<file path="config.mk">
export PLATFORM = sky130hd
export DESIGN_NAME = dent_front_flat
export DESIGN_NICKNAME = d
export VERILOG_FILES = /design/src/hw/rtl/dent_pkg.sv /design/src/hw/rtl/dent_in_if.sv /design/src/hw/rtl/dent_front.sv /design/src/flat_wrapper.sv
export SDC_FILE = /design/constraint.sdc
export NUM_CORES = 1
export LEC_CHECK = 0
export ABC_AREA = 1
export ABC_CLOCK_PERIOD_IN_PS = 2930
export BUFFER_PORTS_ARGS = -buffer_cell sky130_fd_sc_hd__buf_2
export CAP_MARGIN = 0
export CORE_MARGIN = 8
export CORE_UTILIZATION = 52
export CTS_CLUSTER_SIZE = 14
export DETAILED_ROUTE_END_ITERATION = 6
export PLACE_DENSITY = 0.83
export REMOVE_ABC_BUFFERS = 1
export SYNTH_ARGS = -nofsm -noshare
export SYNTH_HDL_FRONTEND = slang
export SYNTH_SLANG_ARGS = --single-unit
</file>
<file path="constraint.sdc">
create_clock -name clk -period 2.93 [get_ports clk]
set_input_delay 0.586 -clock clk [delete_from_list [all_inputs] [get_ports clk]]
set_output_delay 0.586 -clock clk [all_outputs]
set_load 0.02 [all_outputs]
</file>
<file path="src/hw/rtl/dent_pkg.sv">
package dent_pkg;

	// Sizing of the city set and of the stored distances.
	localparam int MAX_NODES = 64;
	localparam int NODE_W    = $clog2(MAX_NODES);
	localparam int CNT_W     = $clog2(MAX_NODES + 1);
	localparam int ADDR_W    = 2 * NODE_W;
	localparam int DIST_W    = 16;
	localparam int COST_W    = 22;
	localparam int CFG_W     = 7;

	// Sizing of the command queue between the front and the back end.
	localparam int QUEUE_DEPTH = 2;
	localparam int QPTR_W      = $clog2(QUEUE_DEPTH);
	localparam int QCNT_W      = $clog2(QUEUE_DEPTH + 1);

	localparam logic [COST_W-1:0] COST_MAX = {COST_W{1'b1}};

	// Meaning of the mode field of an input word.
	localparam logic MODE_LOAD = 1'b0;
	localparam logic MODE_TOUR = 1'b1;

	typedef logic [NODE_W-1:0] node_t;

	// One classified command as it waits between the front and the back end.
	typedef struct packed {
		logic              is_tour;
		logic [ADDR_W-1:0] addr;
		logic [DIST_W-1:0] dist_val;
		node_t             start;
	} dent_cmd_t;

	// The city count in use is held between two and the maximum.
	function automatic logic [CNT_W-1:0] clamp_nodes(input logic [CFG_W-1:0] raw);
		logic [CNT_W-1:0] n;
		n = CNT_W'(raw);
		if (raw < CFG_W'(2)) begin
			n = CNT_W'(2);
		end else if (raw > CFG_W'(MAX_NODES)) begin
			n = CNT_W'(MAX_NODES);
		end
		return n;
	endfunction

endpackage

</file>
<file path="src/hw/rtl/dent_in_if.sv">
interface dent_in_if;
	logic                        valid;
	logic                        ready;
	logic                        mode;
	logic [dent_pkg::NODE_W-1:0] row_node;
	logic [dent_pkg::NODE_W-1:0] col_node;
	logic [dent_pkg::DIST_W-1:0] distance_value;
	logic [dent_pkg::NODE_W-1:0] start_node;

	modport source (
		output valid, mode, row_node, col_node, distance_value, start_node,
		input  ready
	);

	modport sink (
		input  valid, mode, row_node, col_node, distance_value, start_node,
		output ready
	);
endinterface

</file>
<file path="src/hw/rtl/dent_front.sv">
module dent_front (
	input  logic                       clk,
	input  logic                       arst_n,
	input  logic [dent_pkg::CNT_W-1:0] n_eff,
	dent_in_if.sink                    items,
	output logic                       cmd_valid,
	output dent_pkg::dent_cmd_t        cmd,
	input  logic                       cmd_pop
);
	import dent_pkg::*;

	dent_cmd_t         queue_q [QUEUE_DEPTH];
	logic [QPTR_W-1:0] wr_ptr_q;
	logic [QPTR_W-1:0] rd_ptr_q;
	logic [QCNT_W-1:0] count_q;
	logic              push;
	dent_cmd_t         entry;

	assign items.ready = (count_q != QCNT_W'(QUEUE_DEPTH));
	assign push        = items.valid && items.ready;
	assign cmd_valid   = (count_q != '0);
	assign cmd         = queue_q[rd_ptr_q];

	// Classify the incoming word and saturate the start city to the count in use.
	always_comb begin
		entry.is_tour  = (items.mode == MODE_TOUR);
		entry.addr     = {items.row_node, items.col_node};
		entry.dist_val = items.distance_value;
		if (CNT_W'(items.start_node) >= n_eff) begin
			entry.start = NODE_W'(n_eff - CNT_W'(1));
		end else begin
			entry.start = items.start_node;
		end
	end

	// Queue storage.
	always_ff @(posedge clk) begin
		if (push) begin
			queue_q[wr_ptr_q] <= entry;
		end
	end

	// Queue pointers and fill level.
	always_ff @(posedge clk or negedge arst_n) begin
		if (!arst_n) begin
			wr_ptr_q <= '0;
			rd_ptr_q <= '0;
			count_q  <= '0;
		end else begin
			if (push) begin
				wr_ptr_q <= (wr_ptr_q == QPTR_W'(QUEUE_DEPTH - 1))
					? '0 : wr_ptr_q + QPTR_W'(1);
			end
			if (cmd_pop) begin
				rd_ptr_q <= (rd_ptr_q == QPTR_W'(QUEUE_DEPTH - 1))
					? '0 : rd_ptr_q + QPTR_W'(1);
			end
			if (push && !cmd_pop) begin
				count_q <= count_q + QCNT_W'(1);
			end else if (!push && cmd_pop) begin
				count_q <= count_q - QCNT_W'(1);
			end
		end
	end
endmodule

</file>
<file path="src/flat_wrapper.sv">
// flat-port wrapper written by rule: the top's interface ports become plain ports
module dent_front_flat import dent_pkg::*;
  (clk, arst_n, n_eff, cmd_valid, cmd, cmd_pop, items_valid, items_mode, items_row_node, items_col_node, items_distance_value, items_start_node, items_ready);
  dent_in_if items_i ();
  input  logic clk;
  input  logic arst_n;
  input  logic [dent_pkg::CNT_W-1:0] n_eff;
  output logic cmd_valid;
  output dent_pkg::dent_cmd_t cmd;
  input  logic cmd_pop;
  input wire logic [$bits(items_i.valid)-1:0] items_valid;
  input wire logic [$bits(items_i.mode)-1:0] items_mode;
  input wire logic [$bits(items_i.row_node)-1:0] items_row_node;
  input wire logic [$bits(items_i.col_node)-1:0] items_col_node;
  input wire logic [$bits(items_i.distance_value)-1:0] items_distance_value;
  input wire logic [$bits(items_i.start_node)-1:0] items_start_node;
  output wire logic [$bits(items_i.ready)-1:0] items_ready;
  assign items_i.valid = items_valid;
  assign items_i.mode = items_mode;
  assign items_i.row_node = items_row_node;
  assign items_i.col_node = items_col_node;
  assign items_i.distance_value = items_distance_value;
  assign items_i.start_node = items_start_node;
  assign items_ready = items_i.ready;
  dent_front u_core (.clk(clk), .arst_n(arst_n), .n_eff(n_eff), .items(items_i), .cmd_valid(cmd_valid), .cmd(cmd), .cmd_pop(cmd_pop));
endmodule
</file>
==> metrics.md, run 1 <==
| Metric | Value |
|---|---|
| P_leak | between 1.5 and 2 nW |
| Routed WL per cell | 15.3 um |
| Critical Path Start | u_core.rd_ptr_q |
| Crit path buffers/inverters | 2 |
| Syn Std Cell Area | 3230 um2 |
| Num CTS Buffers | 9 |
| R2r startpoint | u_core.count_q[0] |
| Fin Setup TNS | 0 ns |
| Worst setup SP type | flop |
| Area added between synthesis and finish | 20.9% |
| Vias/cell | 4.82 |
| Syn Area/Cell | around 16 um2 |
| Dominant synthesized flop cell | edfxtp_1 |
| Crit path largest cell delay | 0.52 ns |
| Power Density | approximately 930 nW/um2 |
| Vias in the first global route | 1974 |
| Total stage count of the critical path | 3 |
| Final ANT Viol Nets | 0 |
| Worst setup endpoint | cmd[27] |
| VDD IR max | 0.415 mV |
| Multi-input logic area | 907 um2 |
| Clock latency at the later pin of the worst-skew pair | approximately 0.33 ns |
| Ports | 83 |
| Largest net degree at the start of global routing | 26 |
| Post-CTS Setup Inserts | 0 |
| Initial antenna violation count | 1 |
| CTS tree | done |
| Worst Clk Skew | 0.00495 ns |
| Hold Buf Count CTS | 0 |
| CP required | 2.34 ns |
| Critical path class | flop to primary output |
| Dpl cell area | about 3700 um2 |
| Reg area | between 2000 and 2500 um2 |
| Slew Viols, Final | 0 |
| Synth Instances | 196 |
| Setup crit end kind | primary output |
| Post-synth EDFFs | 70 |
| Post-route insts no fill | 368 |
| Drt drc | 0 |
| Inst Count DP | 353 |
| Routed Wire Length | roughly 5.6 mm |
| CP top delay family | buffers and inverters |
| Die Area | between 8000 and 9000 um2 |
| Hold WC Path Type | input port to asynchronous set/reset pin |
| Status | finished clean |
| CP Max Fanout | 18 |
| Max Buffers Root-to-Sink | 2 |
| TritonRoute pass-1 iters | 4 |
| Root Buffer | clkbuf_8 |
| H-tree depth | 3 |
| Initial Util | 54.3% |
| Share of layout cells above drive strength 1 | 49.1% |
| Reg2reg setup slack | approximately 1.2 ns |
| Die Ht | 94.9 um |
| Sequential fraction of the synthesis area | 68.1% |
| Via count | 1774 |
| Critical R2R Capture | u_core.queue_q[1][32] |
| Clock Sinks | 74 |
| Reg2Reg Depth | 5 |
| Crit path arrival time | 1.73 ns |
| # diodes | 0 |
| Slowest CP cell | dfrtp_2 |
| F_max | 431 MHz |
| Fin area | just under 4000 um2 |
| Design Power | roughly 3.7 mW |
| Fin nets | between 300 and 400 |
| FP Rows | 28 |
| Tcrit/Tclk final | about 79% |
| Slew Limit Headroom | between 60% and 70% |
| Critical Path, Cell by Cell | buf_4 -> mux2_4 -> buf_2 |
| Minimum clock period | 2.32 ns |
| Unrepaired setup endpoints after global routing | false |
| Hpwl dp | 4.35 mm |
| Register bit total from synthesis | 74 |
| Synth async-reset ratio | under 10% |
| Gpl congestion | 0.731 |
| Initial DRC count | between 50 and 60 |
| Final WS setup | between 0.6 and 0.7 ns |
| Grt total ovfl | 0 |
| GRT Total Usage | 13.2% |
| Max-Cap Viols | 0 |
| Post-synth cell types | 20 |
| DP Worst Slack | 0.949 ns |
| First-pass GRT wire length | 9.01 mm |
| Die W | 94.9 um |
| Setup violations, final | 0 |
| CTS clk-pin slew, worst paths | roughly 0.070 ns |
| Filler cells | 446 |
| YS warnings | 0 |
| Worst-Margin Slew | 0.456 ns |
| Final hold violations | 0 |
| Number of port buffers | 82 |
| Post-CTS Resized | 0 |
| Core area | 5960 um2 |
## cell families (layout without fill, tap and decap cells)
group | Yosys count | in the layout | synth area share [%]
flip-flops | 74 | 74 | 68.1
buffers and inverters | 22 | 119 | 4.30
multiplexers | 35 | 35 | 15.6
adder cells (fa/ha/maj) | 8 | 8 | 3.10
AND/OR/NAND/NOR | 49 | 49 | 6.66
XOR/XNOR | 6 | 6 | 1.63
AO/OA/AOI/OAI | 2 | 2 | 0.658
## how the worst min path moves through the flow
stage                 from           endpoint  slack [ns]  cells past startpoint
finish              arst_n  u_core.count_q[1]        0.05                      1
global route        arst_n  u_core.count_q[1]        0.03                      1
CTS                 arst_n  u_core.count_q[0]        0.03                      1
detailed placement  arst_n  u_core.count_q[1]        0.40                      1
global placement    arst_n  u_core.count_q[1]        0.40                      1
floorplan           arst_n  u_core.count_q[0]        0.29                      0
## cells in the mapped netlist (all sizes together) (2+ instances only)
master	n	area [um2]
a21oi	2	21.3
buf	4	71.3
dfrtp	4	100
edfxtp	70	2100
ha	8	100
inv	18	67.6
mux2	35	503
nand2	29	119
nand3	8	40.0
nor2	10	40.0
xor2	5	43.8
## cells in the final DEF (no fill, tap or decap), types with 5 or more instances in the layout
cell type / synthesis / routed
buf_2: 0 / 82
edfxtp_1: 70 / 70
mux2_4: 29 / 29
nand2_1: 27 / 27
inv_1: 18 / 18
clkbuf_8: 0 / 9
nand3_1: 8 / 8
ha_1: 8 / 8
nor2_1: 9 / 7
mux2_2: 6 / 6
xor2_1: 5 / 5
## power breakdown
part | leakage, nW | switching [mW] | total, mW | internal [mW]
sequential | 0.695 | 0.0948 | 1.55 | 1.45
clock | 0.0986 | 0.338 | 0.722 | 0.383
combinational | 0.910 | 0.776 | 1.38 | 0.606
total | 1.70 | 1.21 | 3.65 | 2.44
## flip-flops by register name, indices dropped and copies added, names as in the netlist
signal / flops
u_core.wr_ptr_q: 1
u_core.queue_q: 70
u_core.count_q: 2
u_core.rd_ptr_q: 1
## worst register-to-register path: stages (launching register included)
cell and delay, ns:
dfrtp_1 0.37, inv_1 0.09, nand2_1 0.08, nand2_1 0.14, nor2_4 0.32, buf_4 0.39
## per-layer routing
layer	part of all wire (%)	GRT usage (%)	vias up
met4	2.3	7.80	2
met1	37	13.6	810
met3	11	5.16	13
li1	-	-	887
met2	49	22.5	62
met5	0.21	0	-
## per-stage QoR
step	hold slack, ns	util (%)
final	0.0488	65.6
after global routing	0.0303	65.6
after floorplan	0.290	-
after global placement	0.398	62.5
after detailed placement	0.399	62.5
after CTS	0.0283	65.6
## area by class of cell
type,count,share of cell area (%)
Sequential cell,74,56.4
Timing Repair Buffer,86,11.6
Clock inverter,6,1.50
Multi-Input combinational cell,100,23.2
Tap cell,75,2.40
Clock buffer,9,3.17
Inverter,18,1.73
(Power assumes the default switching activity.)
==> inputs of run 2 (changes only) <==
- ABC_CLOCK_PERIOD_IN_PS: 2930 -> 2250
- clock period: 2.93 -> 2.25 ns (I/O delays scaled with it)
==> run 2 against run 1 <==
Against the previous run:
- non-clock buffer count unchanged
- via count about the same
- power increased by 34%
- utilization up 1.0 points
- largest cell class unchanged
- sequential cell count unchanged
- die area stayed put
- combinational power increased by 30%
- critical endpoint is now cmd[17]
- clock skew grew 0.00066 ns
- sequential share of layout area down 0.87 points
- setup slack lost 0.54 ns
- critical path depth unchanged
==> metrics.md, run 2 (synthesized netlist as in run 1, its figures left out) <==
| Metric | Value |
|---|---|
| H-tree depth | 3 |
| Max-Cap Viols | 0 |
| Vias/cell | 4.80 |
| Switching share of power | 32.1% |
| Drt drc | 0 |
| Sequential fraction of design power | 41.6% |
| VDD IR max | 0.589 mV |
| Power Density | 1240 nW/um2 |
| Fin area | 3970 um2 |
| Root Buffer | clkbuf_8 |
| Ports | 83 |
| Initial antenna violation count | 1 |
| Die W | 94.9 um |
| Clock Sinks | between 70 and 80 |
| F_max | 460 MHz |
| Critical Path, Cell by Cell | buf_12 -> mux2_4 -> buf_2 |
| Dpl cell area | between 3000 and 4000 um2 |
| Combinational Power Share | between 30 and 40% |
| CP required | 1.80 ns |
| CP Max Fanout | 22 |
| FP Rows | 28 |
| Max Buffers Root-to-Sink | 2 |
| Fin nets | 343 |
| Post-CTS Resized | 0 |
| Gpl congestion | between 0.7 and 0.8 |
| Fin Setup TNS | 0 ns |
| Switching power | approximately 1.6 mW |
| P_leak | approximately 1.7 nW |
| Worst Clk Skew | about 0.0056 ns |
| Setup crit end kind | primary output |
| Final ANT Viol Nets | 0 |
| Largest net degree at the start of global routing | 26 |
| Die Area | 9000 um2 |
| Clk network pwr share | roughly 22% |
| Setup violations, final | 0 |
| Die Ht | 94.9 um |
| Status | finished clean |
| Initial DRC count | 50 |
| Commonest non-fill, non-tap cells in the layout | 82 x buf_2, 70 x edfxtp_1, 29 x mux2_4, 27 x nand2_1, 18 x inv_1 |
| Routed Wire Length | 5.39 mm |
| Critical path class | flop to primary output |
| Post-CTS Setup Inserts | 0 |
| Hold WC Path Type | input port to flop |
| Post-route insts no fill | between 300 and 400 |
| Final hold violations | 0 |
| Largest register FFs | 70 |
| Num CTS Buffers | 9 |
| Top flop regs | u_core.queue_q: 70 flops, u_core.count_q: 2 flops |
| Slowest CP cell | dfrtp_2 |
| Number of port buffers | 82 |
| Vias in the first global route | 1910 |
| DP Worst Slack | 0.411 ns |
| Share of layout cells above drive strength 1 | about 50% |
| Grt total ovfl | 0 |
| Routed WL per cell | 14.6 um |
| Unrepaired setup endpoints after global routing | false |
| GRT Total Usage | 12.7% |
| Crit path arrival time | 1.72 ns |
| CTS clk-pin slew, worst paths | 0.08 ns |
| Core area | 5960 um2 |
| # diodes | 0 |
| Commonest non-fill, non-tap cell in the layout | buf_2 |
| Clock latency at the later pin of the worst-skew pair | 0.32 ns |
| Minimum clock period | 2.17 ns |
| Slew Limit Headroom | 71.3% |
| Crit path largest cell delay | between 0.6 and 0.7 ns |
| Internal power | 3.33 mW |
| Worst-Margin Slew | 0.431 ns |
| First-pass GRT wire length | ~8.7 mm |
| Initial Util | around 54% |
| Slew Viols, Final | 0 |
| Hpwl dp | between 4 and 5 mm |
| Biggest register | u_core.queue_q |
| CTS tree | done |
| Via count | 1773 |
| TritonRoute pass-1 iters | 4 |
| Area added between synthesis and finish | 22.8% |
| Final WS setup | 0.0753 ns |
| Inst Count DP | 352 |
| Worst setup SP type | flop |
| Tcrit/Tclk final | a little over nine tenths |
run 2: power groups by stage:
stage / logic, mW / clock network, mW / registers, mW
after floorplan: 1.20 / 0 / 2.12
after global placement: 1.80 / 0 / 2.05
after detailed placement: 1.83 / 0 / 2.07
after CTS: 1.83 / 1.11 / 2.04
after global routing: 1.93 / 1.17 / 2.07
final: 1.79 / 1.07 / 2.04
run 2: per-layer routing:
| metal | GRT usage, % | share of wire, % | vias up |
|---|---|---|---|
| met4 | 7.02 | 1.6 | 2 |
| met5 | 0 | 0.22 | - |
| li1 | - | - | 884 |
| met2 | 22.0 | 51 | 58 |
| met1 | 13.1 | 38 | 820 |
| met3 | 4.52 | 9.4 | 9 |
run 2: path summary, 6_finish.rpt:
check                                         from                     to  slack (ns)  cells past startpoint
max                                u_core.rd_ptr_q                cmd[17]        0.08                      3
min                        items_distance_value[4]  u_core.queue_q[1][10]        0.31                      1
max reg2reg                      u_core.count_q[0]      u_core.count_q[1]        0.68                      8
min reg2reg                      u_core.count_q[0]      u_core.count_q[0]        0.47                      1
max in group asynchronous                   arst_n        u_core.rd_ptr_q        1.65                      2
min in group asynchronous                   arst_n      u_core.count_q[1]        0.47                      2
run 2: per-stage QoR:
step | power [mW] | utilization (%) | hold slack [ns]
after floorplan | 3.32 | - | 0.154
after CTS | 4.98 | 66.6 | 0.283
after global placement | 3.86 | 62.8 | 0.261
after detailed placement | 3.90 | 62.8 | 0.269
after global routing | 5.17 | 66.6 | 0.281
final | 4.90 | 66.6 | 0.307
run 2: timing repair:
action,in CTS,in global routing
setup endpoints to repair,0,0
hold buffers,1,0
hold endpoints to repair,4,0
run 2: worst max-delay path: cells and delay by family, from the launching register on:
kind     cells  cell delay (ns)
flops        1             0.64
buf+inv      2             0.42
mux          1             0.32
run 2: final cells by class:
| cell class | instances | area (um2) |
|---|---|---|
| clock buffer | 9 | 124 |
| clock inverter | 7 | 92.6 |
| fill | 439 | 1990 |
| inverter | 18 | 67.6 |
| multi-input combinational | 100 | 907 |
| sequential | 74 | 2200 |
| tap | 75 | 93.8 |
| timing repair buffer | 86 | 480 |
==> inputs of run 3 (changes only) <==
- CORE_MARGIN: 8 -> 2
- CORE_UTILIZATION: 52 -> 35
- PLACE_DENSITY: 0.83 -> 0.61
- RECOVER_POWER: not set -> 50
==> run 3 against run 2 <==
Against the previous run:
- clock skew grew 0.0050 ns
- count of clock-buffer cells in the layout up 2
- sequential cell count did not move
- sequential power about the same
- utilization is 24 points lower
- power is 4.3% lower
- combinational power barely moved
==> metrics.md, run 3 (synthesized netlist as in run 1, its figures left out) <==
| Metric | Value |
|---|---|
| Num CTS Buffers | 9 |
| Drt drc | 0 |
| Unrepaired setup endpoints after global routing | false |
| Share of layout cells above drive strength 1 | about two fifths |
| CTS clk-pin slew, worst paths | about 0.080 ns |
| F_max | around 460 MHz |
| Routed Wire Length | 5.58 mm |
| CP Max Fanout | 14 |
| Vias/cell | 4.41 |
| Crit path arrival time | 1.71 ns |
| R2r startpoint | u_core.count_q[0] |
| GRT Total Usage | 11.7% |
| VDD IR max | 0.349 mV |
| Routed WL per cell | 13.7 um |
| DP Worst Slack | 0.435 ns |
| Setup violations, final | 0 |
| CP required | 1.80 ns |
| Hold WC Path Type | input port to flop |
| Post-CTS Setup Inserts | 0 |
| Slew Viols, Final | 0 |
| TritonRoute pass-1 iters | 4 |
| Die Area | 10000 um2 |
| Commonest non-fill, non-tap cells in the layout | 70 x edfxtp_1, 60 x buf_2, 29 x mux2_4, 27 x nand2_1, 26 x clkbuf_1 |
| Clock latency at the later pin of the worst-skew pair | between 0.3 and 0.4 ns |
| FP Rows | 35 |
| Worst-Margin Slew | 0.938 ns |
| Min-delay src | items_row_node[4] |
| Commonest non-fill, non-tap cell in the layout | edfxtp_1 |
| Area added between synthesis and finish | 21.4% |
| P_leak | ~1.6 nW |
| Largest register FFs | 70 |
| Vias in the first global route | around 1800 |
| Core area | 9110 um2 |
| Worst setup SP type | flop |
| Clock Sinks | 74 |
| H-tree depth | 3 |
| Initial DRC count | 51 |
| Top flop regs | u_core.queue_q: 70 flops, u_core.count_q: 2 flops |
| Tcrit/Tclk final | just under 100% |
| Max Buffers Root-to-Sink | 2 |
| Power Density | 1200 nW/um2 |
| Number of port buffers | between 80 and 90 |
| CTS tree | done |
| Final hold violations | 0 |
| Max-Cap Viols | 0 |
| Initial antenna violation count | 0 |
| Setup crit end kind | primary output |
| Final WS setup | 0.0888 ns |
| Final ANT Viol Nets | 0 |
| # diodes | 0 |
| Status | finished clean |
| Minimum clock period | 2.16 ns |
| Via count | 1793 |
| Critical path class | flop to primary output |
| Ports | 83 |
| Largest net degree at the start of global routing | 22 |
| Slew Limit Headroom | 37.4% |
| Biggest register | u_core.queue_q |
| Initial Util | a little over a third |
| First-pass GRT wire length | 8.67 mm |
| Design Power | between 4 and 5 mW |
| Worst Clk Skew | 0.0106 ns |
| Die W | 100 um |
| Fin nets | between 300 and 400 |
| Critical Path Start | u_core.rd_ptr_q |
| Root Buffer | clkbuf_8 |
| Hpwl dp | 4.05 mm |
| Gpl congestion | around 0.75 |
| Die Ht | about 100 um |
| Grt total ovfl | 0 |
-- run 3: repair_timing --
action                    CTS  global route
hold endpoints to repair    4             0
hold buffers                1             0
gates resized for setup     0             0
-- run 3: path summary, 6_finish.rpt --
path	slack, ns	depth (start not counted)	endpoint
worst max-delay path	0.09	3	cmd[0]
worst min-delay path	0.29	1	u_core.queue_q[0][32]
worst max register to register	0.37	5	u_core.queue_q[1][29]
worst min register to register	0.48	1	u_core.count_q[0]
max in group asynchronous	1.53	2	u_core.rd_ptr_q
min in group asynchronous	0.48	2	u_core.count_q[1]
-- run 3: per-stage QoR --
step	cell area (um2)	hold slack, ns	util [%]	TNS [ns]	instances
after global routing	3920	0.275	43.1	0	407
after global placement	3800	0.265	41.7	0	391
after CTS	3960	0.276	43.5	0	407
after detailed placement	3800	0.264	41.7	0	391
after floorplan	3160	0.154	-	-27.72	192
final	3920	0.293	43.1	0	407
-- run 3: area by class of cell --
class | instances | area (um2)
clock buffer | 11 | 131
clock inverter | 4 | 20.0
fill | 849 | 5180
inverter | 18 | 67.6
multi-input combinational | 100 | 907
sequential | 74 | 2200
tap | 111 | 139
timing repair buffer | 89 | 455
-- run 3: critical path, stage by stage, from the launching register on --
cell and delay (ns):
dfrtp_2 0.65, buf_12 0.22, mux2_2 0.33, buf_2 0.17
-- run 3: layer usage --
metal | GRT usage, % | vias up | share of wire (%) | routed length (um)
li1 | - | 892 | - | -
met1 | 13.3 | 829 | 41 | 2310
met2 | 18.8 | 62 | 48 | 2650
met3 | 4.94 | 10 | 9.5 | 530
met4 | 6.32 | 0 | 1.5 | 84
met5 | 0 | - | 0 | 0
-- run 3: power by group --
group          internal [mW]  switching (mW)  total [mW]  leakage, nW
sequential              1.89           0.149        2.04        0.695
combinational          0.820           0.996        1.82        0.862
clock                  0.387           0.446       0.833       0.0827
total                   3.10            1.59        4.69         1.64
